--- config.mk ---
export PLATFORM = sky130hd
export DESIGN_NAME = etm_cordic_cell
export DESIGN_NICKNAME = d
export VERILOG_FILES = /design/src/etm_pkg.sv /design/src/etm_cordic_cell.sv
export SDC_FILE = /design/constraint.sdc
export NUM_CORES = 1
export LEC_CHECK = 0
export ABC_AREA = 1
export BUFFER_PORTS_ARGS = -buffer_cell sky130_fd_sc_hd__buf_2
export CORE_MARGIN = 2
export CORE_UTILIZATION = 50
export CTS_CLUSTER_SIZE = 24
export DETAILED_ROUTE_END_ITERATION = 8
export HOLD_SLACK_MARGIN = 0.1
export PLACE_DENSITY = 0.73
export REMOVE_ABC_BUFFERS = 1
export SYNTH_ARGS = -nofsm -noshare
export SYNTH_HDL_FRONTEND = slang
export SYNTH_SLANG_ARGS = --single-unit
--- constraint.sdc ---
create_clock -name clk_i -period 3.8 [get_ports clk_i]
set_input_delay 0.57 -clock clk_i [delete_from_list [all_inputs] [get_ports clk_i]]
set_output_delay 0.57 -clock clk_i [all_outputs]
set_load 0.05 [all_outputs]
--- src/etm_pkg.sv ---
// Package for the Euler transform matrix unit: shared constants, CORDIC
// arctangent table, input item and column sideband types.
// No dependencies; every other file of the block but etm_if imports it.
package etm_pkg;

  // Defaults of the top-level parameters.
  localparam int unsigned ANGLE_BITS_DEF     = 16;
  localparam int unsigned TRIG_FRAC_BITS_DEF = 16;

  // CORDIC datapath: Q30 values with headroom.
  localparam int unsigned CORDIC_STEPS = 28;
  localparam int unsigned CW           = 34;
  localparam logic [31:0] CORDIC_GAIN  = 32'd652032874;

  // Restoring divider: dividend magnitude below 2^27, divisor up to 2^15.
  localparam int unsigned DIV_BITS = 27;
  localparam int unsigned REM_BITS = 16;

  localparam logic [31:0] ONE_Q16 = 32'h0001_0000;
  localparam logic [31:0] SAT_MAX = 32'h7FFF_FFFF;
  localparam logic [31:0] SAT_MIN = 32'h8000_0000;

  // Action codes.
  localparam logic ACT_MODEL  = 1'b0;
  localparam logic ACT_NORMAL = 1'b1;

  // Column codes.
  localparam logic [1:0] COL_NORMAL_LAST = 2'd2;
  localparam logic [1:0] COL_MOVE        = 2'd3;

  // Quadrant codes for the final quarter-turn rotation.
  localparam logic [1:0] QUAD_0 = 2'd0;
  localparam logic [1:0] QUAD_1 = 2'd1;
  localparam logic [1:0] QUAD_2 = 2'd2;
  localparam logic [1:0] QUAD_3 = 2'd3;

  typedef logic signed [CW-1:0] cw_t;

  // One accepted transform.
  typedef struct packed {
    logic             action;
    logic [2:0][15:0] angle;
    logic [2:0][15:0] scale;
    logic [2:0][31:0] move;
  } in_item_t;

  // Column sideband that travels down the divider chain.
  typedef struct packed {
    logic [1:0]       column_index;
    logic             last_column;
    logic             zero_scale;
    logic             one;
    logic             use_div;
    logic [2:0]       neg;
    logic [15:0]      divisor;
    logic [2:0][31:0] elem;
  } col_side_t;

  // Arctangent of 2^-i in units of 2^32 per turn.
  function automatic logic [31:0] atan_turn(input int unsigned idx);
    logic [31:0] v;
    case (idx)
      0:       v = 32'h20000000;
      1:       v = 32'h12E4051E;
      2:       v = 32'h09FB385B;
      3:       v = 32'h051111D4;
      4:       v = 32'h028B0D43;
      5:       v = 32'h0145D7E1;
      6:       v = 32'h00A2F61E;
      7:       v = 32'h00517C55;
      8:       v = 32'h0028BE53;
      9:       v = 32'h00145F2F;
      10:      v = 32'h000A2F98;
      11:      v = 32'h000517CC;
      12:      v = 32'h00028BE6;
      13:      v = 32'h000145F3;
      14:      v = 32'h0000A2FA;
      15:      v = 32'h0000517D;
      16:      v = 32'h000028BE;
      17:      v = 32'h0000145F;
      18:      v = 32'h00000A30;
      19:      v = 32'h00000518;
      20:      v = 32'h0000028C;
      21:      v = 32'h00000146;
      22:      v = 32'h000000A3;
      23:      v = 32'h00000051;
      24:      v = 32'h00000029;
      25:      v = 32'h00000014;
      26:      v = 32'h0000000A;
      27:      v = 32'h00000005;
      default: v = 32'h00000000;
    endcase
    return v;
  endfunction

endpackage

--- src/etm_cordic_cell.sv ---
// One CORDIC rotation cell of the sine/cosine chain, one angle lane.
// Depends on etm_pkg for the datapath type and the arctangent table.
module etm_cordic_cell #(
  parameter int unsigned STEP = 0
) (
  input  logic          clk_i,
  input  logic          en_i,
  input  etm_pkg::cw_t  x_i,
  input  etm_pkg::cw_t  y_i,
  input  etm_pkg::cw_t  z_i,
  input  logic [1:0]    q_i,
  output etm_pkg::cw_t  x_o,
  output etm_pkg::cw_t  y_o,
  output etm_pkg::cw_t  z_o,
  output logic [1:0]    q_o
);
  import etm_pkg::*;

  localparam cw_t ATAN = cw_t'(atan_turn(STEP));

  cw_t x_d, y_d, z_d;
  cw_t x_q, y_q, z_q;
  logic [1:0] q_q;

  // Rotate toward zero residual angle.
  always_comb begin
    if (!z_i[CW-1]) begin
      x_d = x_i - (y_i >>> STEP);
      y_d = y_i + (x_i >>> STEP);
      z_d = z_i - ATAN;
    end else begin
      x_d = x_i + (y_i >>> STEP);
      y_d = y_i - (x_i >>> STEP);
      z_d = z_i + ATAN;
    end
  end

  // Stage register.
  always_ff @(posedge clk_i) begin
    if (en_i) begin
      x_q <= x_d;
      y_q <= y_d;
      z_q <= z_d;
      q_q <= q_i;
    end
  end

  assign x_o = x_q;
  assign y_o = y_q;
  assign z_o = z_q;
  assign q_o = q_q;
endmodule

# Word level (Yosys, flattened, before mapping)
# Cells that the tools add are included.
totals:
  regBits: 104
  input_bits: 106
  out_inout_bits: 104
  word_cells: 12
op_classes:
  n_mux: 3
  addsub: 5
ops:
  columns: ["cell", "n"]
  rows:
  - ["34-bit 2-to-1 mux", 3]
  - ["34-bit subtractor", 2]
  - ["34-bit by 31-bit adder with 34-bit output, second input constant", 1]
  - ["34-bit adder", 1]
  - ["34-bit by 31-bit subtractor with 34-bit output, second input constant", 1]

# Longest topological paths before layout
# Gate-level depths: netlist (run 1).
logic_depth:
  depth_word: 2
  ltp_mapped: 17
  ltp_nobuf: 16

# Worst setup path before layout (run 1)
# Ideal clock, no wire load.
synth_timing:
  path_kind: "in2reg"
  from: "input x_i[0]"
  to: "register y_q[32], in the netlist y_o[32], data pin"
  stages: 13
  arrival_time_ns: 2.001
  path_slack_ns: 1.545
  required_time_ns: 3.547
  cell_sequence: "ha_1 > fa_1 > nand2_1 > nand2_1 > and2_4 > nand3_1 > nand2_1 > nand2_1 > nand2_2 > nand2_1 > nand3_1 > nand3_1 > nand2_1"
synth_between:
  elab_chain_cells: 2
  elab_cells_between_ends: 3
synth_rtl:
  columns: ["element", "line_no", "text"]
  rows:
  - ["from (decl)", "etm_cordic_cell.sv:8", "input etm_pkg::cw_t x_i,"]
  - ["34-bit adder or 34-bit subtractor (tied branches)", "etm_cordic_cell.sv:29, etm_cordic_cell.sv:33", null]
  - ["34-bit 2-to-1 mux *", "etm_cordic_cell.sv:27", "if (!z_i[CW-1]) begin"]
  - ["net y_d[32]", "etm_cordic_cell.sv:21", "cw_t x_d, y_d, z_d;"]
  - ["to (signal assigned)", "etm_cordic_cell.sv:42", "y_q <= y_d;"]
  - ["to (decl)", "etm_cordic_cell.sv:22", "cw_t x_q, y_q, z_q;"]
# The timed path passes the listed nets; every way through them passes the cells marked *.
# A chain may end at the register's enable or synchronous reset.

# Worst setup path in the final report (run 1)
layout_timing:
  from: "input x_i[3]"
  to: "register y_q[21], in the netlist y_o[21], data pin"
# Same word-level chain as after synthesis.

==> impl_metrics.tcl, run 1 <==
set metrics [dict create \
    status "complete, no violations" \
    layout_min_cycle_time_ps 2670 \
    drt_iter0_markers 945 \
    grt_pass1_wl_mm 53.5 \
    utilization 0.577 \
    timing.final.hold_violations 0 \
    setup_viol 0 \
    cp_cell_sequence "buf_2 > inv_1 > ha_1 > nand2_1 > nor2_2 > a21oi_1 > o21ai_1 > nand2_1 > nand2_1 > nand2_1 > nand3_1 > nand2_1" \
    port_buffers 209 \
    async_flop_share 0 \
    start_util 0.507 \
    cts_resized 0 \
    synth_top_area_share 0.291 \
    cp_slowest_cell "ha_1" \
    syn_area_mm2 0.0106 \
    combinationalPowerShare 0.445 \
    min_from "z_i[1]" \
    synth_commonest_cells "nand2_1, inv_1, nand3_1" \
    slowest_delay_ps 580 \
    rsz0062_at_grt "false" \
    fmax_mhz 375 \
    cp_top_family "simple AND/OR/NAND/NOR gates" \
    arrival_ps 2780 \
    drtPass1Iterations 5 \
    path_buf_inv 2 \
    die_h_um 150 \
    cts_buffers 9 \
    holdWs_ps 372 \
    endpoint_kind "register" \
    hpwl_mm 28.9 \
    period_share 0.702 \
    postCtsSetupBuffers 0 \
    synth_area_leader_cell "edfxtp_1" \
    start_kind "input port" \
    die_w_um 150 \
    maxSlewViolCount 0 \
    min_path_type "input port to register" \
    grt_pass1_vias 10400 \
    drc 0 \
    synth_seq_cells 103 \
    yosys_most_used_dff "edfxtp_1" \
    p_sw_frac 0.456 \
    avgSynthCellArea_um2 6.75 \
    peakVddDrop_v 0.000218 \
    p_leak_nw 6.31 \
    vias 11100 \
    drv_cap 0 \
    clockBufferDepth 2 \
    htreeDepth 3 \
    wl_mm 34.9 \
    post-synth-top-count-cell "nand2_1" \
    synth_edf_count 103 \
    ioPinCount 210 \
    power_w 0.00443 \
    postCtsHoldBufs 0 \
    cts.sinks 103 \
    place_area_mm2 0.0118 \
    worstMarginPinSlew_ps 894 \
    grt_max_degree 69 \
    dieArea_mm2 0.0224 \
    crit_path_max_fanout 11 \
    synth.distinct_cells 40 \
    syn_to_final_growth_pct 13.8 \
    yosysSeqAreaShare 0.291 \
    pwr_density_cell_mw_per_mm2 366 \
    cts_root_buf "clkbuf_16" \
    ant_nets 0 \
    grt_antenna_before_repair 2 \
    whs_path_depth 1 \
    whs_endpoint "z_o[1]$_DFFE_PP_" \
    internal_power_w 0.00241 \
    p_clk_frac 0.225 \
    crit_type "input port to register" \
    ys_top_cells_by_area "edfxtp_1, nand2_1, ha_1" \
    vias_per_cell 5.44 \
    grt.total_usage 0.311 \
    slew_headroom 0.404 \
    drive_gt1_frac 0.151 \
    yosysWarnings 0 \
    crit_path_frequent_cell "nand2_1" \
    cts_tree "built" \
    gp_congestion 1.00 \
    final_area_mm2 0.0121 \
    overflow 0 \
    core_mm2 0.0210 \
    rows 53 \
    wl_per_cell_um 17.2 \
    fin_nets 1968 \
    tns_ps 0 \
    p_sw_w 0.00202 \
    seqPwrFrac 0.330 \
    worstPathRequired_ps 3920 \
    synth_cells 1575 \
    clk_pin_slew_worst_paths_ps 90 \
]
[worst max-delay path by stage]
stage	to	startpoint	slack [ps]	depth (start not counted)
global route	y_o[21]$_DFFE_PP_	x_i[4]	1000	12
finish	y_o[21]$_DFFE_PP_	x_i[3]	1130	12
CTS	x_o[29]$_DFFE_PP_	x_i[4]	1220	12
floorplan	x_o[13]$_DFFE_PP_	x_i[4]	1510	11
detailed placement	y_o[29]$_DFFE_PP_	x_i[4]	830	12
global placement	y_o[29]$_DFFE_PP_	x_i[4]	830	12
[logic make-up after synthesis]
family	count (synthesis)	synth area share
adder cells (fa/ha/maj)	107	0.129
AND/OR/NAND/NOR	793	0.315
flip-flops	103	0.291
AO/OA/AOI/OAI	244	0.123
buffers and inverters	299	0.118
multiplexers	2	0.00188
XOR/XNOR	27	0.0223
[routing by layer]
metal  wire, um  part of all wire  global-route usage
met1      15700              0.45               0.427
met3       2670             0.076              0.0409
met2      15400              0.44               0.497
met5          0                 0                   0
met4       1180             0.034               0.124
[metrics by stage]
step,worst slack (ps),instances
6_report,1130,2037
5_1_grt,1000,2037
4_1_cts,1220,2035
3_5_place_dp,827,2019
3_3_place_gp,827,2019
2_1_floorplan,1510,1530
[sequential cells by signal, summed over array words and instances (netlist names)]
| signal | cells |
|---|---|
| z_o | 34 |
| q_o | 2 |
| y_o | 33 |
| x_o | 34 |
[power by group through the flow]
| stage | combinational, W | sequential, W | clock (W) |
|---|---|---|---|
| floorplan | 0.000867 | 0.00199 | 0 |
| global placement | 0.00193 | 0.00149 | 0 |
| detailed placement | 0.00194 | 0.00149 | 0 |
| CTS | 0.00195 | 0.00147 | 0.00101 |
| global route | 0.00214 | 0.00148 | 0.00105 |
| finish | 0.00197 | 0.00146 | 0.000995 |
[final cells by class]
class | count | area, um2
multi-input cells | 1173 | 6280
diodes | 2 | 5.00
inverters | 254 | 953
clock buffers | 9 | 225
clock inverters | 7 | 91.3
flip-flops and latches | 103 | 3090
repair buffers | 214 | 1100
well taps | 275 | 344
fillers | 2093 | 8860
[cells in the final DEF (no fill, tap or decap), drive strengths merged, types with 6 or more instances in the layout]
cell / instances
o21ai: 90
xor2: 26
nand4: 12
inv: 255
nor2: 124
clkinv: 6
ha: 103
edfxtp: 103
a21oi: 116
clkbuf: 9
nand3: 163
nor3: 15
o21bai: 16
buf: 214
o22ai: 6
nand2: 466
a21o: 6
Note: power is estimated with default switching activity, not from simulation.
==> run 2: changes to the inputs <==
- ABC_AREA: 1 -> 0
- PLACE_DENSITY: 0.73 -> 0.75
- clock period: 3.8 -> 2.5 ns (I/O delays scaled with it)
==> impl_metrics.tcl, run 2 <==
set metrics [dict create \
    grt_max_degree 49 \
    place_area_mm2 0.0123 \
    port_buffers 209 \
    maxSlewViolCount 0 \
    clk_pin_slew_worst_paths_ps 80 \
    slew_headroom 0.616 \
    synth_top_area_share 0.343 \
    final_area_mm2 0.0136 \
    worstPathRequired_ps 2610 \
    vias_per_cell 5.60 \
    cts_tree "built" \
    vias 9645 \
    cts_buffers 9 \
    htreeDepth 3 \
    synth_compound_area_frac 0.229 \
    drv_cap 0 \
    drt_iter0_markers 783 \
    synth_cells 1004 \
    drive_gt1_frac 0.440 \
    peakVddDrop_v 0.000455 \
    layout_min_cycle_time_ps 2630 \
    yosysSeqAreaShare 0.343 \
    rsz0062_at_grt "true" \
    period_share 1.05 \
    violations "negative setup slack" \
    ioPinCount 210 \
    setup_viol 9 \
    yosys_most_used_dff "edfxtp_1" \
    synth_fa_ha_area_frac 0.152 \
    cts_root_buf "clkbuf_16" \
    fmax_mhz 380 \
    avgSynthCellArea_um2 8.98 \
    ant_nets 0 \
    start_util 0.505 \
    n_fill_cell 1319 \
    yosys.area_share.simple 0.131 \
    final_cell_count_no_fill 1722 \
    synth_area_leader_cell "edfxtp_1" \
    min_path_type "input port to register" \
    hpwl_mm 25.1 \
    syn_to_final_growth_pct 50.4 \
    postCtsHoldBufs 0 \
    grt_pass1_vias 9332 \
    utilization 0.760 \
    synth_top_family_by_area "compound AO/OA/AOI/OAI gates" \
    clockBufferDepth 2 \
    drtPass1Iterations 5 \
    p_leak_nw 6.26 \
    crit_type "input port to register" \
    ys_top_cells_by_area "edfxtp_1, ha_1, a21oi_1" \
    crit_path_max_fanout 4 \
    die_w_um 138 \
    timing.final.hold_violations 0 \
    placed_cells_incl_taps 1682 \
    layout_common_cells "buf_4, buf_2, edfxtp_1, inv_1, a21oi_1" \
    arrival_ps 2740 \
    synthMuxAreaShare 0.0111 \
    synth_commonest_cells "a21oi_1, inv_1, edfxtp_1, ha_1, nor2_1" \
    status "finished with violations" \
    grt_pass1_wl_mm 48.5 \
    rows 49 \
    synth_edf_count 103 \
    start_kind "input port" \
    synth_seq_cells 103 \
    overflow 0 \
    pwr_density_cell_mw_per_mm2 546 \
    synthXorXnorAreaFrac 0.0661 \
    syn_area_mm2 0.00901 \
    synth.distinct_cells 80 \
    grt.total_usage 0.316 \
    worstMarginPinSlew_ps 569 \
    die_h_um 138 \
    worst_slack_ps -129 \
    grt_antenna_before_repair 1 \
    cts.sinks 103 \
    dieArea_mm2 0.0191 \
    fin_nets 1700 \
    core_mm2 0.0178 \
    yosysWarnings 0 \
    gp_congestion 0.999 \
    drc 0 \
    post-synth-top-count-cell "a21oi_1" \
    wl_per_cell_um 18.8 \
    async_flop_share 0 \
    wl_mm 32.4 \
    endpoint_kind "register" \
    final_common_cell "buf_4" \
]
run 2: cell count changes in the layout (fill, tap and decap cells not counted), sizes merged, moves of 15 or more:
cell / before / now
nor2: 124 / 79
nand3: 163 / 26
nand2b: 1 / 16
buf: 214 / 515
nand2: 466 / 44
xor2: 26 / 9
xnor2: 1 / 59
inv: 255 / 112
run 2: power by group:
group | internal, W | leakage (nW) | switching, W
sequential | 0.00223 | 1.01 | 0.0000873
combinational | 0.00139 | 5.11 | 0.00230
clock | 0.000690 | 0.138 | 0.000710
total | 0.00430 | 6.26 | 0.00310
run 2: cell families after synthesis:
family,Yosys count
compound gates,321
simple gates,240
buf+inv,155
fa+ha+maj,107
flops,103
xor+xnor,68
mux,10
run 2: layer usage:
metal  up-vias  part of all wire  track usage
met5         -                 0            0
met4         0             0.044        0.131
met3       108             0.068       0.0565
met2       437              0.47        0.527
met1      4553              0.42        0.409
li1       4547                 -            -
run 2: layout make-up:
cell class / instances / area [um2] / area share
antenna: 1 / 2.50 / 0.000185
tap: 229 / 287 / 0.0211
multi-input combinational: 746 / 6000 / 0.442
timing repair buffer: 515 / 3470 / 0.256
inverter: 112 / 425 / 0.0314
sequential: 103 / 3090 / 0.228
clock inverter: 7 / 55.1 / 0.00406
clock buffer: 9 / 225 / 0.0166
run 2: metrics by stage:
stage               total power (W)  setup WS, ps  TNS (ps)  hold WS, ps
finish                      0.00741          -129      -457          188
global route                0.00768          -173     -1770          184
CTS                         0.00720         -89.5      -295          183
detailed placement          0.00569          -725    -20530          553
global placement            0.00565          -774    -19770          552
floorplan                   0.00433          -273     -2140          474
run 2: worst paths after layout:
path	slack [ps]	to	cells past startpoint	startpoint
max	-130	x_o[26]$_DFFE_PP_	13	x_i[14]
min	190	z_o[17]$_DFFE_PP_	1	z_i[17]
run 2: worst max-delay path, stage by stage:
cell	delay, ps
buf_6	100
inv_4	50
ha_4	200
or3_4	410
nor4_4	250
o2111ai_4	220
nand3_4	160
o211ai_4	120
o311ai_4	300
buf_4	180
and3_4	180
a21oi_2	30
xnor2_1	160
run 2: timing repair:
action	CTS	global route
setup endpoints to repair	32	34
pin swaps	25	41
gates cloned	1	0
gates resized for setup	73	104
setup buffers	7	15
==> run 3: changes to the inputs <==
- GPL_TIMING_DRIVEN: not set -> 0
==> impl_metrics.tcl, run 3 (synthesis gave the netlist of run 2 again) <==
set metrics [dict create \
    status "finished with violations" \
    violations "negative setup slack" \
    pwr_density_cell_mw_per_mm2 591 \
    start_kind "input port" \
    clockBufferDepth 2 \
    grt_antenna_before_repair 0 \
    drt_iter0_markers 726 \
    cts_buffers 9 \
    final_cell_count_no_fill 1486 \
    timing.final.hold_violations 0 \
    clk_pin_slew_worst_paths_ps 80 \
    peakVddDrop_v 0.000595 \
    n_fill_cell 1419 \
    endpoint_kind "register" \
    syn_to_final_growth_pct 33.4 \
    internal_power_w 0.00410 \
    grt_pass1_wl_mm 44.7 \
    die_w_um 138 \
    layout_min_cycle_time_ps 2690 \
    vias 8797 \
    overflow 0 \
    min_path_type "input port to register" \
    port_buffers 209 \
    wl_mm 29.6 \
    n_antenna_cell 0 \
    vias_per_cell 5.92 \
    seqPwrFrac 0.323 \
    drive_gt1_frac 0.352 \
    ant_nets 0 \
    worstPathRequired_ps 2590 \
    grt.total_usage 0.292 \
    worstMarginPinSlew_ps 963 \
    htreeDepth 3 \
    place_area_mm2 0.0102 \
    wl_per_cell_um 20.0 \
    p_sw_w 0.00301 \
    cts_tree "built" \
    p_sw_frac 0.423 \
    dieArea_mm2 0.0191 \
    maxSlewViolCount 0 \
    drtPass1Iterations 5 \
    arrival_ps 2780 \
    holdWs_ps 188 \
    cp-startpoint "x_i[5]" \
    die_h_um 138 \
    whs_path_depth 1 \
    core_mm2 0.0178 \
    grt_pass1_vias 8248 \
    seqCellArea_mm2 0.00309 \
    cts.sinks 103 \
    layout_common_cells "buf_2, edfxtp_1, a21oi_1, inv_1, nor2_1" \
    fmax_mhz 372 \
    crit_type "input port to register" \
    p_leak_nw 5.16 \
    setup_viol 21 \
    fin_nets 1465 \
    ioPinCount 210 \
    final_common_cell "buf_2" \
    hpwl_mm 20.4 \
    drv_cap 0 \
    crit_path_max_fanout 5 \
    grt_max_degree 87 \
    period_share 1.08 \
    combinationalPowerShare 0.469 \
    drc 0 \
    p_clk_frac 0.208 \
    placed_cells_incl_taps 1400 \
    postCtsHoldBufs 0 \
    multiInputGateArea_mm2 0.00624 \
    slew_headroom 0.358 \
    tns_ps -1060 \
    gp_congestion 0.985 \
    rsz0062_at_grt "true" \
    cts_root_buf "clkbuf_16" \
    start_util 0.505 \
    rows 49 \
    final_area_mm2 0.0120 \
    endpoint "y_o[30]$_DFFE_PP_" \
    worst_slack_ps -191 \
]
-- run 3: metrics by stage --
step                      total power (W)   util  setup WS (ps)
after floorplan                   0.00433      -           -273
after global placement            0.00508  0.569          -2380
after detailed placement          0.00511  0.571          -1450
after CTS                         0.00685  0.640           -220
after global routing              0.00739  0.674           -238
final                             0.00711  0.674           -191
-- run 3: repair_timing --
item                                    in CTS  in global routing
resized for setup                          132                 97
endpoints found under the setup margin      58                 46
cloned                                       2                  0
hold endpoints to repair                     0                  0
pin swaps                                   42                 45
setup buffers                               41                 29
-- run 3: worst max-delay path, cell delays in order --
cell and delay (ps):
buf_2 130, inv_1 80, ha_4 310, inv_2 80
or3_4 400, o2111ai_2 120, nand3_2 170, o211ai_4 270
o311ai_4 140, a311oi_4 360, o221ai_4 160, xnor2_2 170
-- run 3: cell type report --
class,instances,area share
inverters,112,0.0368
repair inverters,2,0.000624
clock buffers,10,0.0190
repair buffers,278,0.138
clock inverters,6,0.00562
well taps,229,0.0238
flip-flops and latches,103,0.257
multi-input cells,746,0.519
-- run 3: worst min-delay path by stage --
stage / startpoint / end / slack [ps]
CTS: z_i[0] / z_o[0]$_DFFE_PP_ / 180
floorplan: q_i[0] / q_o[0]$_DFFE_PP_ / 470
detailed placement: z_i[12] / z_o[12]$_DFFE_PP_ / 550
finish: z_i[0] / z_o[0]$_DFFE_PP_ / 190
global route: z_i[0] / z_o[0]$_DFFE_PP_ / 180
global placement: z_i[13] / z_o[13]$_DFFE_PP_ / 550
-- run 3: layer usage --
metal,up-vias,routed length (um),track usage
met1,4213,12500,0.394
met5,-,0,0
li1,4084,-,-
met4,0,658,0.0816
met2,437,14300,0.491
met3,63,2170,0.0468
-- run 3: power by group through the flow --
stage,sequential [W],clock [W],combinational (W)
floorplan,0.00319,0,0.00114
global placement,0.00233,0,0.00275
detailed placement,0.00234,0,0.00278
CTS,0.00230,0.00149,0.00306
global route,0.00232,0.00156,0.00351
finish,0.00230,0.00148,0.00333
