==> config.mk <==
export PLATFORM = sky130hd
export DESIGN_NAME = etm_div_cell
export DESIGN_NICKNAME = d
export VERILOG_FILES = /design/src/etm_pkg.sv /design/src/etm_div_cell.sv
export SDC_FILE = /design/constraint.sdc
export NUM_CORES = 1
export LEC_CHECK = 0
export CAP_MARGIN = 10
export CORE_AREA = 2 2 195 197
export CTS_CLUSTER_SIZE = 16
export DETAILED_ROUTE_END_ITERATION = 6
export DIE_AREA = 0 0 197 199
export DONT_BUFFER_PORTS = 1
export HOLD_SLACK_MARGIN = 0.05
export PLACE_DENSITY = 0.47
export SLEW_MARGIN = 25
export SYNTH_ARGS = -nofsm -noshare
export SYNTH_HDL_FRONTEND = slang
export SYNTH_SLANG_ARGS = --single-unit
==> constraint.sdc <==
create_clock -name clk_i -period 7.2 [get_ports clk_i]
set_input_delay 1.08 -clock clk_i [delete_from_list [all_inputs] [get_ports clk_i]]
set_output_delay 1.08 -clock clk_i [all_outputs]
set_load 0.01 [all_outputs]
==> src/etm_pkg.sv <==
// Package for the Euler transform matrix unit: shared constants, CORDIC
// arctangent table, input item and column sideband types.
// No dependencies; every other file of the block but etm_if imports it.
package etm_pkg;

  // Defaults of the top-level parameters.
  localparam int unsigned ANGLE_BITS_DEF     = 16;
  localparam int unsigned TRIG_FRAC_BITS_DEF = 16;

  // CORDIC datapath: Q30 values with headroom.
  localparam int unsigned CORDIC_STEPS = 28;
  localparam int unsigned CW           = 34;
  localparam logic [31:0] CORDIC_GAIN  = 32'd652032874;

  // Restoring divider: dividend magnitude below 2^27, divisor up to 2^15.
  localparam int unsigned DIV_BITS = 27;
  localparam int unsigned REM_BITS = 16;

  localparam logic [31:0] ONE_Q16 = 32'h0001_0000;
  localparam logic [31:0] SAT_MAX = 32'h7FFF_FFFF;
  localparam logic [31:0] SAT_MIN = 32'h8000_0000;

  // Action codes.
  localparam logic ACT_MODEL  = 1'b0;
  localparam logic ACT_NORMAL = 1'b1;

  // Column codes.
  localparam logic [1:0] COL_NORMAL_LAST = 2'd2;
  localparam logic [1:0] COL_MOVE        = 2'd3;

  // Quadrant codes for the final quarter-turn rotation.
  localparam logic [1:0] QUAD_0 = 2'd0;
  localparam logic [1:0] QUAD_1 = 2'd1;
  localparam logic [1:0] QUAD_2 = 2'd2;
  localparam logic [1:0] QUAD_3 = 2'd3;

  typedef logic signed [CW-1:0] cw_t;

  // One accepted transform.
  typedef struct packed {
    logic             action;
    logic [2:0][15:0] angle;
    logic [2:0][15:0] scale;
    logic [2:0][31:0] move;
  } in_item_t;

  // Column sideband that travels down the divider chain.
  typedef struct packed {
    logic [1:0]       column_index;
    logic             last_column;
    logic             zero_scale;
    logic             one;
    logic             use_div;
    logic [2:0]       neg;
    logic [15:0]      divisor;
    logic [2:0][31:0] elem;
  } col_side_t;

  // Arctangent of 2^-i in units of 2^32 per turn.
  function automatic logic [31:0] atan_turn(input int unsigned idx);
    logic [31:0] v;
    case (idx)
      0:       v = 32'h20000000;
      1:       v = 32'h12E4051E;
      2:       v = 32'h09FB385B;
      3:       v = 32'h051111D4;
      4:       v = 32'h028B0D43;
      5:       v = 32'h0145D7E1;
      6:       v = 32'h00A2F61E;
      7:       v = 32'h00517C55;
      8:       v = 32'h0028BE53;
      9:       v = 32'h00145F2F;
      10:      v = 32'h000A2F98;
      11:      v = 32'h000517CC;
      12:      v = 32'h00028BE6;
      13:      v = 32'h000145F3;
      14:      v = 32'h0000A2FA;
      15:      v = 32'h0000517D;
      16:      v = 32'h000028BE;
      17:      v = 32'h0000145F;
      18:      v = 32'h00000A30;
      19:      v = 32'h00000518;
      20:      v = 32'h0000028C;
      21:      v = 32'h00000146;
      22:      v = 32'h000000A3;
      23:      v = 32'h00000051;
      24:      v = 32'h00000029;
      25:      v = 32'h00000014;
      26:      v = 32'h0000000A;
      27:      v = 32'h00000005;
      default: v = 32'h00000000;
    endcase
    return v;
  endfunction

endpackage

==> src/etm_div_cell.sv <==
// One restoring-division cell: produces one quotient bit for each of the
// three rows of a column. Depends on etm_pkg for widths and sideband type.
module etm_div_cell (
  input  logic                                  clk_i,
  input  logic                                  en_i,
  input  etm_pkg::col_side_t                    side_i,
  input  logic [2:0][etm_pkg::REM_BITS-1:0]     rem_i,
  input  logic [2:0][etm_pkg::DIV_BITS-1:0]     dq_i,
  output etm_pkg::col_side_t                    side_o,
  output logic [2:0][etm_pkg::REM_BITS-1:0]     rem_o,
  output logic [2:0][etm_pkg::DIV_BITS-1:0]     dq_o
);
  import etm_pkg::*;

  logic [2:0][REM_BITS-1:0] rem_d, rem_q;
  logic [2:0][DIV_BITS-1:0] dq_d, dq_q;
  col_side_t                side_q;

  // Shift in the next dividend bit and subtract the divisor when it fits.
  always_comb begin
    logic [REM_BITS:0] r2;
    logic [REM_BITS:0] dv;
    logic              ge;
    dv = {1'b0, side_i.divisor};
    for (int l = 0; l < 3; l++) begin
      r2 = {rem_i[l], dq_i[l][DIV_BITS-1]};
      ge = (r2 >= dv);
      if (ge) begin
        r2 = r2 - dv;
      end
      rem_d[l] = r2[REM_BITS-1:0];
      dq_d[l]  = {dq_i[l][DIV_BITS-2:0], ge};
    end
  end

  // Stage register.
  always_ff @(posedge clk_i) begin
    if (en_i) begin
      rem_q  <= rem_d;
      dq_q   <= dq_d;
      side_q <= side_i;
    end
  end

  assign side_o = side_q;
  assign rem_o  = rem_q;
  assign dq_o   = dq_q;
endmodule

[Word level (Yosys, flattened, before mapping)]
Cells that the tools add are included.
Word-level totals
  flip-flop bits (word level): 250
  input bits: 252
  output and inout port bits: 250
Operators by class
  add/sub/neg operators: 3
  order comparisons: 3
  mux-type cells: 3
Operator list (count)
  >= comparator 17 x 16 -> 1 bit: 3
  two-way mux 16 bit: 3
  subtractor 16 bit: 3

[Logic depth before layout (Yosys ltp)]
Gate-level depths: netlist of run 1.
  depth in word-level cells: 2
  gate-level depth with buffers: 11

[Least setup slack after synthesis of run 1]
OpenSTA, ideal clock, no wires.
  path kind: input port to flip-flop
  from: input port side_i[97] (netlist bit)
  to: register rem_q (netlist bit rem_o[22]), data pin
  setup time: 0.260 ns
  data arrival time: 2.899 ns
  data required time: 6.940 ns
  setup slack: 4.041 ns
  stages on the path: 10
  buffers on the path: 1
  path through: inv_1 > ha_1 > nor2b_4 > o31a_1 > o31a_4 > o21bai_4 > o21a_4 > inv_4 > buf_12 > mux2_4
RTL lines
  from (decl): RTL line etm_div_cell.sv:6  | input etm_pkg::col_side_t side_i,
  to (signal assigned): RTL line etm_div_cell.sv:39  | rem_q <= rem_d;
  to (decl): RTL line etm_div_cell.sv:15  | logic [2:0][REM_BITS-1:0] rem_d, rem_q;

==> results.md, run 1 <==
* Fill cell count at 3590
* Final ANT Viol Nets at 0
* Proportion of layout cells with a drive suffix above 1 at 0.134
* Post-Route WL at 31800 microns
* Die height at 199 microns
* DR DRC count at 0
* Routability cong. at 0.851
* Clock transition at path regs at 0.06 ns
* Combinational power share at 0.092
* # IOs at 502
* Starting DRT DRC Count at 231
* Std-Cell Rows at 71
* CTS tree: built
* Avg Cell Area, Syn at 16.0 sq um
* Pin count of the biggest net entering global routing at 251
* RSZ-0062 raised after global routing: false
* Min-delay worst type: in2reg
* # Max-Cap Violations at 0
* Simple-Gate Fraction of Synth Area at 0.0619
* Async SR Flop Fraction at 0
* EDFF count, synth at 250
* TritonRoute pass-1 iters at 5
* Crit path capture type: register
* CTS root buf: clkbuf_16
* Die area at 39200 sq um
* CTS Buffer Depth at 3
* Synth area leaders: edfxtp_1 69%, ha_1 5.5%, mux2_4 3.0%
* Max layer used: met5
* Count of cell types in the netlist at 65
* Sequential power share at 0.514
* Crit path launch type: input pin
* Syn Nets at 982
* Post-synthesis compound-gate area fraction at 0.0920
* Drt via density at 4.91
* Post-CTS Setup Inserts at 0
* Core footprint at 37100 sq um
* WS Path Type: in2reg
* Largest area contributor in the netlist: edfxtp_1
* Register area share after synthesis at 0.691
* Slew Limit Fails at 0
* Number of synthesized register bits at 250
* Post-detail-place hpwl at 24600 microns
* Max-slew headroom at 0.459
* Slowest CP cell: a31oi_4
* Final nets at 1003
* Final core occ at 0.332
* Area grow syn2layout at 13.7%
* Initial antenna violation count at 6
* Mux share of post-synthesis cell area at 0.0542
* H-tree level count at 1
* Placed instance area at 11400 sq um
* GRT Total Usage at 0.152
* FMAX at 0.316 GHz
* Hold Buf Count CTS at 0
* Met2 wire length at 15000 microns
* # placed instances at 1144
* Crit path cell chain: inv_1 -> ha_1 -> nand2_1 -> o21ai_0 -> o31ai_4 -> a31oi_4 -> mux2_2
* Commonest non-fill, non-tap cells in the layout: 250 x edfxtp_1, 48 x ha_1, 33 x nor2_1
* Largest family of logic cells by synthesized area: compound AO/OA/AOI/OAI gates
* Cell area after synthesis at 10900 sq um
* Worst-path fanout max at 16
* WP data arrival at 3.46 ns
* Total CTS buffers at 28
* I/O Buffers at 0
* Met3 WL at 3990 microns
* Crit-path max cell delay at 0.68 ns
* Post-Synth Adder-Cell Area at 0.0609
* Final Hold Fails at 0
* Post-Route Setup TNS at 0 ns
* Peak VDD IR at 146 uV
* Pwr per Cell Area at 304 nW/um^2
* Synth Area in XOR/XNOR at 0.0218
* Leak at 4.41 nW
* Net switching power at 0.896 mW
* Non-Filler Instances at 1197
* First-pass GRT wire length at 42200 microns
* Switching portion of total power at 0.239
* Mapped Cells at 679
* Commonest non-fill, non-tap cell in the layout: edfxtp_1
* Clock network fraction of design power at 0.394
* Final worst path period share at 0.440
* Worst-Margin Slew at 0.811 ns
* Post-Route M1 WL at 12100 microns
* Design area at 12300 sq um
* Total congestion overflow at 0
* Post-synth top flop: edfxtp_1
* Die X at 197 microns
* Outcome: finished, final reports clean
* Top cell type's share of synthesized area at 0.691
* Routed len/inst at 26.5 microns
* Count of cells resized by post-cts repair at 0
* Minimum clock period at 3.17 ns
* Internal power consumption at 2.85 mW
* Vias at 5874
* Critical path data required time at 7.49 ns
* Yosys warning total at 0
* Final setup viols at 0
* Initial Util at 0.292
* Vias in the first global route at 5539
* Clk sink count at 250
kinds of logic after synthesis:
| family | Yosys count |
|---|---|
| flip-flops | 250 |
| buffers and inverters | 38 |
| AO/OA/AOI/OAI | 138 |
| adder cells (fa/ha/maj) | 51 |
| multiplexers | 46 |
| XOR/XNOR | 27 |
| AND/OR/NAND/NOR | 129 |
power groups by stage:
| stage | Combinational (mW) | Clock (mW) | Sequential [mW] |
|---|---|---|---|
| 6_report | 0.344 | 1.48 | 1.93 |
| 5_1_grt | 0.380 | 1.58 | 1.94 |
| 4_1_cts | 0.346 | 1.54 | 1.93 |
| 3_5_place_dp | 0.344 | 0 | 1.96 |
| 3_3_place_gp | 0.343 | 0 | 1.96 |
| 2_1_floorplan | 0.283 | 0 | 1.91 |
worst max-delay path: cells and delay by family:
kind / cells / cell delay, ns
AOI/OAI and AO/OA: 3 / 1.31
adders and majority gates: 1 / 0.46
buffers and inverters: 1 / 0.08
muxes: 1 / 0.42
and+or+nand+nor: 1 / 0.11
cell usage after synthesis (all sizes together) (4+ instances only):
cell / n
a31oi: 5
xnor2: 17
inv: 29
nor2: 33
nor4: 4
buf: 6
nand2: 23
o31a: 4
nand3: 10
o21bai: 6
nand4: 8
mux2: 36
ha: 48
mux2i: 10
xor2: 10
o21a: 11
o311ai: 6
o31ai: 7
or2: 5
nor2b: 15
a21oi: 35
a21o: 12
and3: 4
a211oi: 5
nor3: 9
o21ai: 23
a21boi: 5
edfxtp: 250
sequential cells by signal (all words and copies together), names as in the netlist:
register  cells
rem_o        48
side_o      121
dq_o         81
per-layer routing:
layer | up-vias | global-route usage
met2 | 297 | 0.246
met4 | 6 | 0.0409
met5 | - | 0
met3 | 47 | 0.0880
met1 | 2822 | 0.170
li1 | 2702 | -
area by class of cell:
class | instances | area (sq um) | area share
Clock inverter | 18 | 228 | 0.0185
Sequential cell | 250 | 7510 | 0.608
Multi-Input combinational cell | 391 | 3160 | 0.256
Clock buffer | 31 | 733 | 0.0594
Tap cell | 474 | 593 | 0.0481
Antenna cell | 4 | 10.0 | 0.000811
Inverter | 29 | 114 | 0.00923
metrics by stage:
stage | worst slack (ns) | power [mW] | hold slack, ns
2_1_floorplan | 4.04 | 2.19 | 1.18
3_3_place_gp | 3.49 | 2.31 | 1.18
3_5_place_dp | 3.46 | 2.30 | 1.18
4_1_cts | 4.05 | 3.82 | 0.580
5_1_grt | 3.83 | 3.90 | 0.585
6_report | 4.03 | 3.75 | 0.629
worst paths after layout:
| check | to | depth (start not counted) | from | slack (ns) |
|---|---|---|---|---|
| setup / recovery | rem_o[38] | 7 | side_i[104] | 4.03 |
| hold / removal | side_o[24] | 0 | side_i[24] | 0.63 |
Power figures use the tool's default switching activity.
==> inputs of run 2 (changes only) <==
Settings changed: PLACE_DENSITY 0.47 to 0.48.
Clock period 7.2 ns to 2.84 ns, I/O delays scaled along.
==> run 2 against run 1 <==
- count of clock-buffer cells in the layout is the same
- worst setup slack lost 3.4 ns
- highest routed layer is now met4
- wire length increased by 9.1%
- power grew to 2.6 times the previous value
- hold slack worse by 0.54 ns
- utilization grew 6.1 points
- global-route usage increased by 1.2 points
- critical path depth up 2
- final area up 18%
- die area did not move
- combinational power increased to 3.5 times the previous value
- critical endpoint is now rem_o[15]
==> results.md, run 2 (same netlist as run 1, synthesis figures left out) <==
* Area grow syn2layout at 34.4%
* FMAX at 0.451 GHz
* Final nets at 1234 (+23%)
* I/O Buffers at 0 (unchanged)
* Net switching power at 2.38 mW (+170%)
* Outcome: finished, final reports clean
* Commonest non-fill, non-tap cell in the layout: edfxtp_1
* Hold Buf Count CTS at 199 (+199)
* Total congestion overflow at 0 (unchanged)
* Switching portion of total power at 0.242 (+0.00254)
* Worst setup endpoint: rem_o[15]
* Clock transition at path regs at 0.07 ns (about the same)
* First-pass GRT wire length at 46400 microns (+9.8%)
* Die height at 199 microns (unchanged)
* Minimum clock period at 2.22 ns
* Final worst path period share at 0.780
* GRT Total Usage at 0.164 (+0.0123)
* Routed len/inst at 24.3 microns (-8.4%)
* CTS Buffer Depth at 3 (unchanged)
* Internal power consumption at 7.46 mW (+160%)
* Slew Limit Fails at 0 (unchanged)
* Post-detail-place hpwl at 24700 microns (+0.36%)
* Post-Route WL at 34600 microns (+9.1%)
* Crit path cell chain: inv_1 -> ha_1 -> and4_1 -> nand2_1 -> a21oi_2 -> nor2_1 -> o31a_2 -> inv_4 -> mux2_2
* Initial antenna violation count at 1 (-5)
* Slowest CP cell: ha_1
* Post-Route Setup TNS at 0 ns (unchanged)
* Drt via density at 4.78 (-2.6%)
* Post-CTS Setup Inserts at 0 (unchanged)
* Sequential power share at 0.497 (-0.017)
* CTS tree: built
* Routability cong. at 0.829 (-2.5%)
* Crit-path max cell delay at 0.39 ns (-0.29 ns)
* Vias in the first global route at 6741 (+22%)
* Pin count of the biggest net entering global routing at 251 (unchanged)
* Final setup margin at 0.624 ns (-3.41 ns)
* Die area at 39200 sq um (unchanged)
* Top Family by Delay on Critical Path: compound AO/OA/AOI/OAI gates
* Non-Filler Instances at 1426 (+19%)
* Max-slew headroom at 0.269 (-0.190)
* Leak at 5.41 nW (+23%)
* Proportion of layout cells with a drive suffix above 1 at 0.135 (+0.00108)
* H-tree level count at 1 (unchanged)
* Place WS at 0.0509 ns (-3.41 ns)
* Stages on the worst setup path at 9 (+2)
* WP data arrival at 2.50 ns (-0.96 ns)
* DR DRC count at 0 (unchanged)
* Pwr per Cell Area at 675 nW/um^2 (+120%)
* Clk sink count at 250 (unchanged)
* Crit path launch type: input pin
* Total Power at 9.84 mW (+160%)
* RSZ-0062 raised after global routing: false
* Combinational power share at 0.121 (+0.029)
* Std-Cell Rows at 71 (unchanged)
* TritonRoute pass-1 iters at 5 (unchanged)
* Count of cells resized by post-cts repair at 0 (unchanged)
* Starting DRT DRC Count at 380 (+65%)
* # Max-Cap Violations at 0 (unchanged)
* Total CTS buffers at 28 (unchanged)
* Final Hold Fails at 0 (unchanged)
* Crit path capture type: register
* Commonest non-fill, non-tap cells in the layout: 250 x edfxtp_1, 201 x dlygate4sd3_1, 48 x ha_1
* Worst-path fanout max at 14 (-2)
* Die X at 197 microns (unchanged)
* Peak VDD IR at 418 uV (+190%)
* Initial Util at 0.292 (unchanged)
* Min-delay worst type: in2reg
* # IOs at 502 (unchanged)
* Vias at 6817 (+16%)
* Placed instance area at 11600 sq um (+2.1%)
* Worst-Margin Slew at 1.10 ns (+0.285 ns)
* Core footprint at 37100 sq um (unchanged)
* Final setup viols at 0 (unchanged)
* Final ANT Viol Nets at 0 (unchanged)
* # placed instances at 1174 (+2.6%)
* CTS root buf: clkbuf_16
* Largest register FFs at 121 (unchanged)
* Crit. Startpoint: side_i[102]
* Design area at 14600 sq um (+18%)
* CP bufs+invs at 2 (+1)
* WS Path Type: in2reg
* Clock network fraction of design power at 0.382 (-0.012)
* Final core occ at 0.393 (+0.0605)
* Worst hold margin at 0.0939 ns (-0.535 ns)
* Critical path data required time at 3.12 ns (-4.37 ns)
-- run 2: cell types whose count changed in the layout (fill, tap and decap cells not counted), moves of 2 or more --
cell	change
diode_2	-3
clkinv_2	+3
inv_8	-2
dlygate4sd3_1	+201
buf_4	+29
-- run 2: metal layers --
layer	wire length, microns	GRT usage	vias to the layer above
met4	759	0.0468	0
met3	3140	0.0604	43
met2	16700	0.273	320
met5	0	0	-
li1	-	-	3167
met1	14000	0.199	3287
-- run 2: power by group through the flow --
stage	registers [mW]	clock network, mW	logic (mW)
3_3_place_gp	4.98	0	0.940
2_1_floorplan	4.84	0	0.717
6_report	4.89	3.76	1.19
3_5_place_dp	4.97	0	0.940
5_1_grt	4.92	4.01	1.30
4_1_cts	4.90	3.88	1.19
-- run 2: area by class of cell --
class	count	area (sq um)
diodes	1	2.50
clock buffers	31	733
clock inverters	19	234
fillers	3417	22500
inverters	29	114
multi-input cells	391	3160
flip-flops and latches	250	7510
well taps	474	593
repair buffers	231	2250
-- run 2: how the worst min path moves through the flow --
stage          startpoint         end  slack, ns  depth (start not counted)
2_1_floorplan     dq_i[9]    dq_o[10]       0.52                          0
3_3_place_gp   side_i[40]  side_o[40]       0.52                          0
3_5_place_dp   side_i[68]  side_o[68]       0.52                          0
4_1_cts              en_i   rem_o[31]      -0.04                          0
5_1_grt         rem_i[24]   rem_o[25]       0.06                          1
6_report        rem_i[35]   rem_o[36]       0.09                          1
==> inputs of run 3 (changes only) <==
Settings changed: PLACE_DENSITY 0.48 to 0.47.
Clock period 2.84 ns to 2.23 ns, I/O delays scaled along.
==> run 3 against run 2 <==
- the run now ends with hold timing left
- combinational power grew 51%
- sequential power increased by 27%
- largest power group unchanged
- wire length increased by 4.0%
- worst setup slack worse by 0.43 ns
- largest cell class unchanged
- power is 26% higher
- via count up 7.2%
- sequential share of layout area fell by 3.8 points
==> results.md, run 3 (same netlist as run 1, synthesis figures left out) <==
* Failing checks: hold timing
* Vias at 7311 (+7.2%)
* Hold path depth at 0 (-1)
* Routed len/inst at 23.0 microns (-5.1%)
* # Max-Cap Violations at 0 (unchanged)
* FMAX at 0.491 GHz
* Outcome: finished with violations
* Place WS at -0.407 ns (-0.458 ns)
* Max-slew headroom at 0.661 (+0.393)
* Footprint of the multi-input gates at 3240 sq um (+2.7%)
* Final Hold Fails at 28 (+28)
* Initial Util at 0.292 (unchanged)
* Pin count of the biggest net entering global routing at 251 (unchanged)
* Largest register FFs at 121 (unchanged)
* Design area at 15700 sq um (+7.9%)
* Critical path data required time at 2.52 ns (-0.60 ns)
* Post-Route Setup TNS at 0 ns (unchanged)
* Hold Buf Count CTS at 237 (+19%)
* Commonest non-fill, non-tap cell in the layout: edfxtp_1
* Std-Cell Rows at 71 (unchanged)
* Count of cells resized by post-cts repair at 0 (unchanged)
* Post-Route WL at 36000 microns (+4.0%)
* Die X at 197 microns (unchanged)
* Crit path capture type: register
* H-tree level count at 1 (unchanged)
* GRT Total Usage at 0.173 (+0.00867)
* CTS Buffer Depth at 3 (unchanged)
* Total Power at 12.4 mW (+26%)
* Final setup margin at 0.195 ns (-0.429 ns)
* Fill cell count at 3410 (-0.20%)
* I/O Buffers at 0 (unchanged)
* Post-CTS Setup Inserts at 0 (unchanged)
* TritonRoute pass-1 iters at 4 (-1)
* DR DRC count at 0 (unchanged)
* Core footprint at 37100 sq um (unchanged)
* Global routing usage on met1 at 0.201 (+0.00167)
* Die height at 199 microns (unchanged)
* Clk sink count at 250 (unchanged)
* CTS root buf: clkbuf_16
* Starting DRT DRC Count at 338 (-11%)
* Proportion of layout cells with a drive suffix above 1 at 0.222 (+0.0869)
* M2 GR Usage at 0.313 (+0.0404)
* Post-detail-place hpwl at 25700 microns (+3.9%)
* Worst setup endpoint: rem_o[4]
* Final core occ at 0.424 (+0.0310)
* Drt via density at 4.68 (-2.2%)
* # placed instances at 1278 (+8.9%)
* Commonest non-fill, non-tap cells in the layout: 250 x edfxtp_1, 237 x dlygate4sd3_1, 131 x buf_4
* Leak at 6.02 nW (+11%)
* Area grow syn2layout at 45.0%
* Initial antenna violation count at 1 (unchanged)
* Clock transition at path regs at 0.06 ns (about the same)
* RSZ-0062 raised after global routing: false
* Final setup viols at 0 (unchanged)
* First-pass GRT wire length at 49500 microns (+6.9%)
* Worst hold margin at -0.0776 ns (-0.172 ns)
* Worst-path fanout max at 14 (unchanged)
* Routability cong. at 0.830 (+0.13%)
* Worst-Margin Slew at 0.507 ns (-0.590 ns)
* Final worst path period share at 0.913
* Slew Limit Fails at 0 (unchanged)
* WP data arrival at 2.33 ns (-0.17 ns)
* Minimum clock period at 2.04 ns
* Pwr per Cell Area at 790 nW/um^2 (+17%)
* Die area at 39200 sq um (unchanged)
* Final ANT Viol Nets at 0 (unchanged)
* # IOs at 502 (unchanged)
* Vias in the first global route at 7460 (+11%)
* Met3 Track Usage GR at 0.0436 (-0.0168)
* Min-delay worst type: in2reg
* FF/Latch Area at 7510 sq um (unchanged)
* Total CTS buffers at 27 (-3.6%)
* CTS tree: built
* Non-Filler Instances at 1563 (+9.6%)
* Crit path launch type: input pin
* WS Path Type: in2reg
* Global routing's busiest layer: met2
* Final nets at 1373 (+11%)
* Peak VDD IR at 530 uV (+27%)
* Crit. Startpoint: side_i[102]
* Placed instance area at 12500 sq um (+7.7%)
* Total congestion overflow at 0 (unchanged)
run 3: how the worst min path moves through the flow:
| stage | startpoint | end | slack [ns] |
|---|---|---|---|
| 6_report | en_i | dq_o[41] | -0.08 |
| 5_1_grt | en_i | side_o[56] | -0.12 |
| 4_1_cts | en_i | dq_o[50] | -0.11 |
| 3_5_place_dp | side_i[72] | side_o[72] | 0.43 |
| 3_3_place_gp | side_i[56] | side_o[56] | 0.43 |
| 2_1_floorplan | dq_i[9] | dq_o[10] | 0.43 |
run 3: routing by layer:
layer  vias to the layer above  routed length, microns
li1                       3435                       -
met1                      3528                   14300
met2                       295                   18500
met4                         2                     884
met3                        51                    2370
met5                         -                      11
run 3: final cells by class:
class,instances,share of cell area
antenna,1,0.000159
sequential,250,0.477
multi-input combinational,391,0.206
inverter,29,0.00763
clock buffer,31,0.0439
timing repair buffer,371,0.217
tap,474,0.0377
clock inverter,16,0.0109
run 3: where the power goes:
part	total (mW)	switching (mW)	internal (mW)	leakage, nW
Clock	4.41	1.84	2.56	0.409
Sequential	6.23	0.495	5.73	2.45
Combinational	1.80	0.740	1.06	3.16
Total	12.4	3.08	9.36	6.02
run 3: worst max-delay path, cell delays in order:
cell and delay (ns):
inv_1 0.09, ha_1 0.35, and4_1 0.25, nand2_1 0.11, o41ai_2 0.33, nor2_1 0.11
o31a_2 0.15, inv_4 0.23, mux2_2 0.37
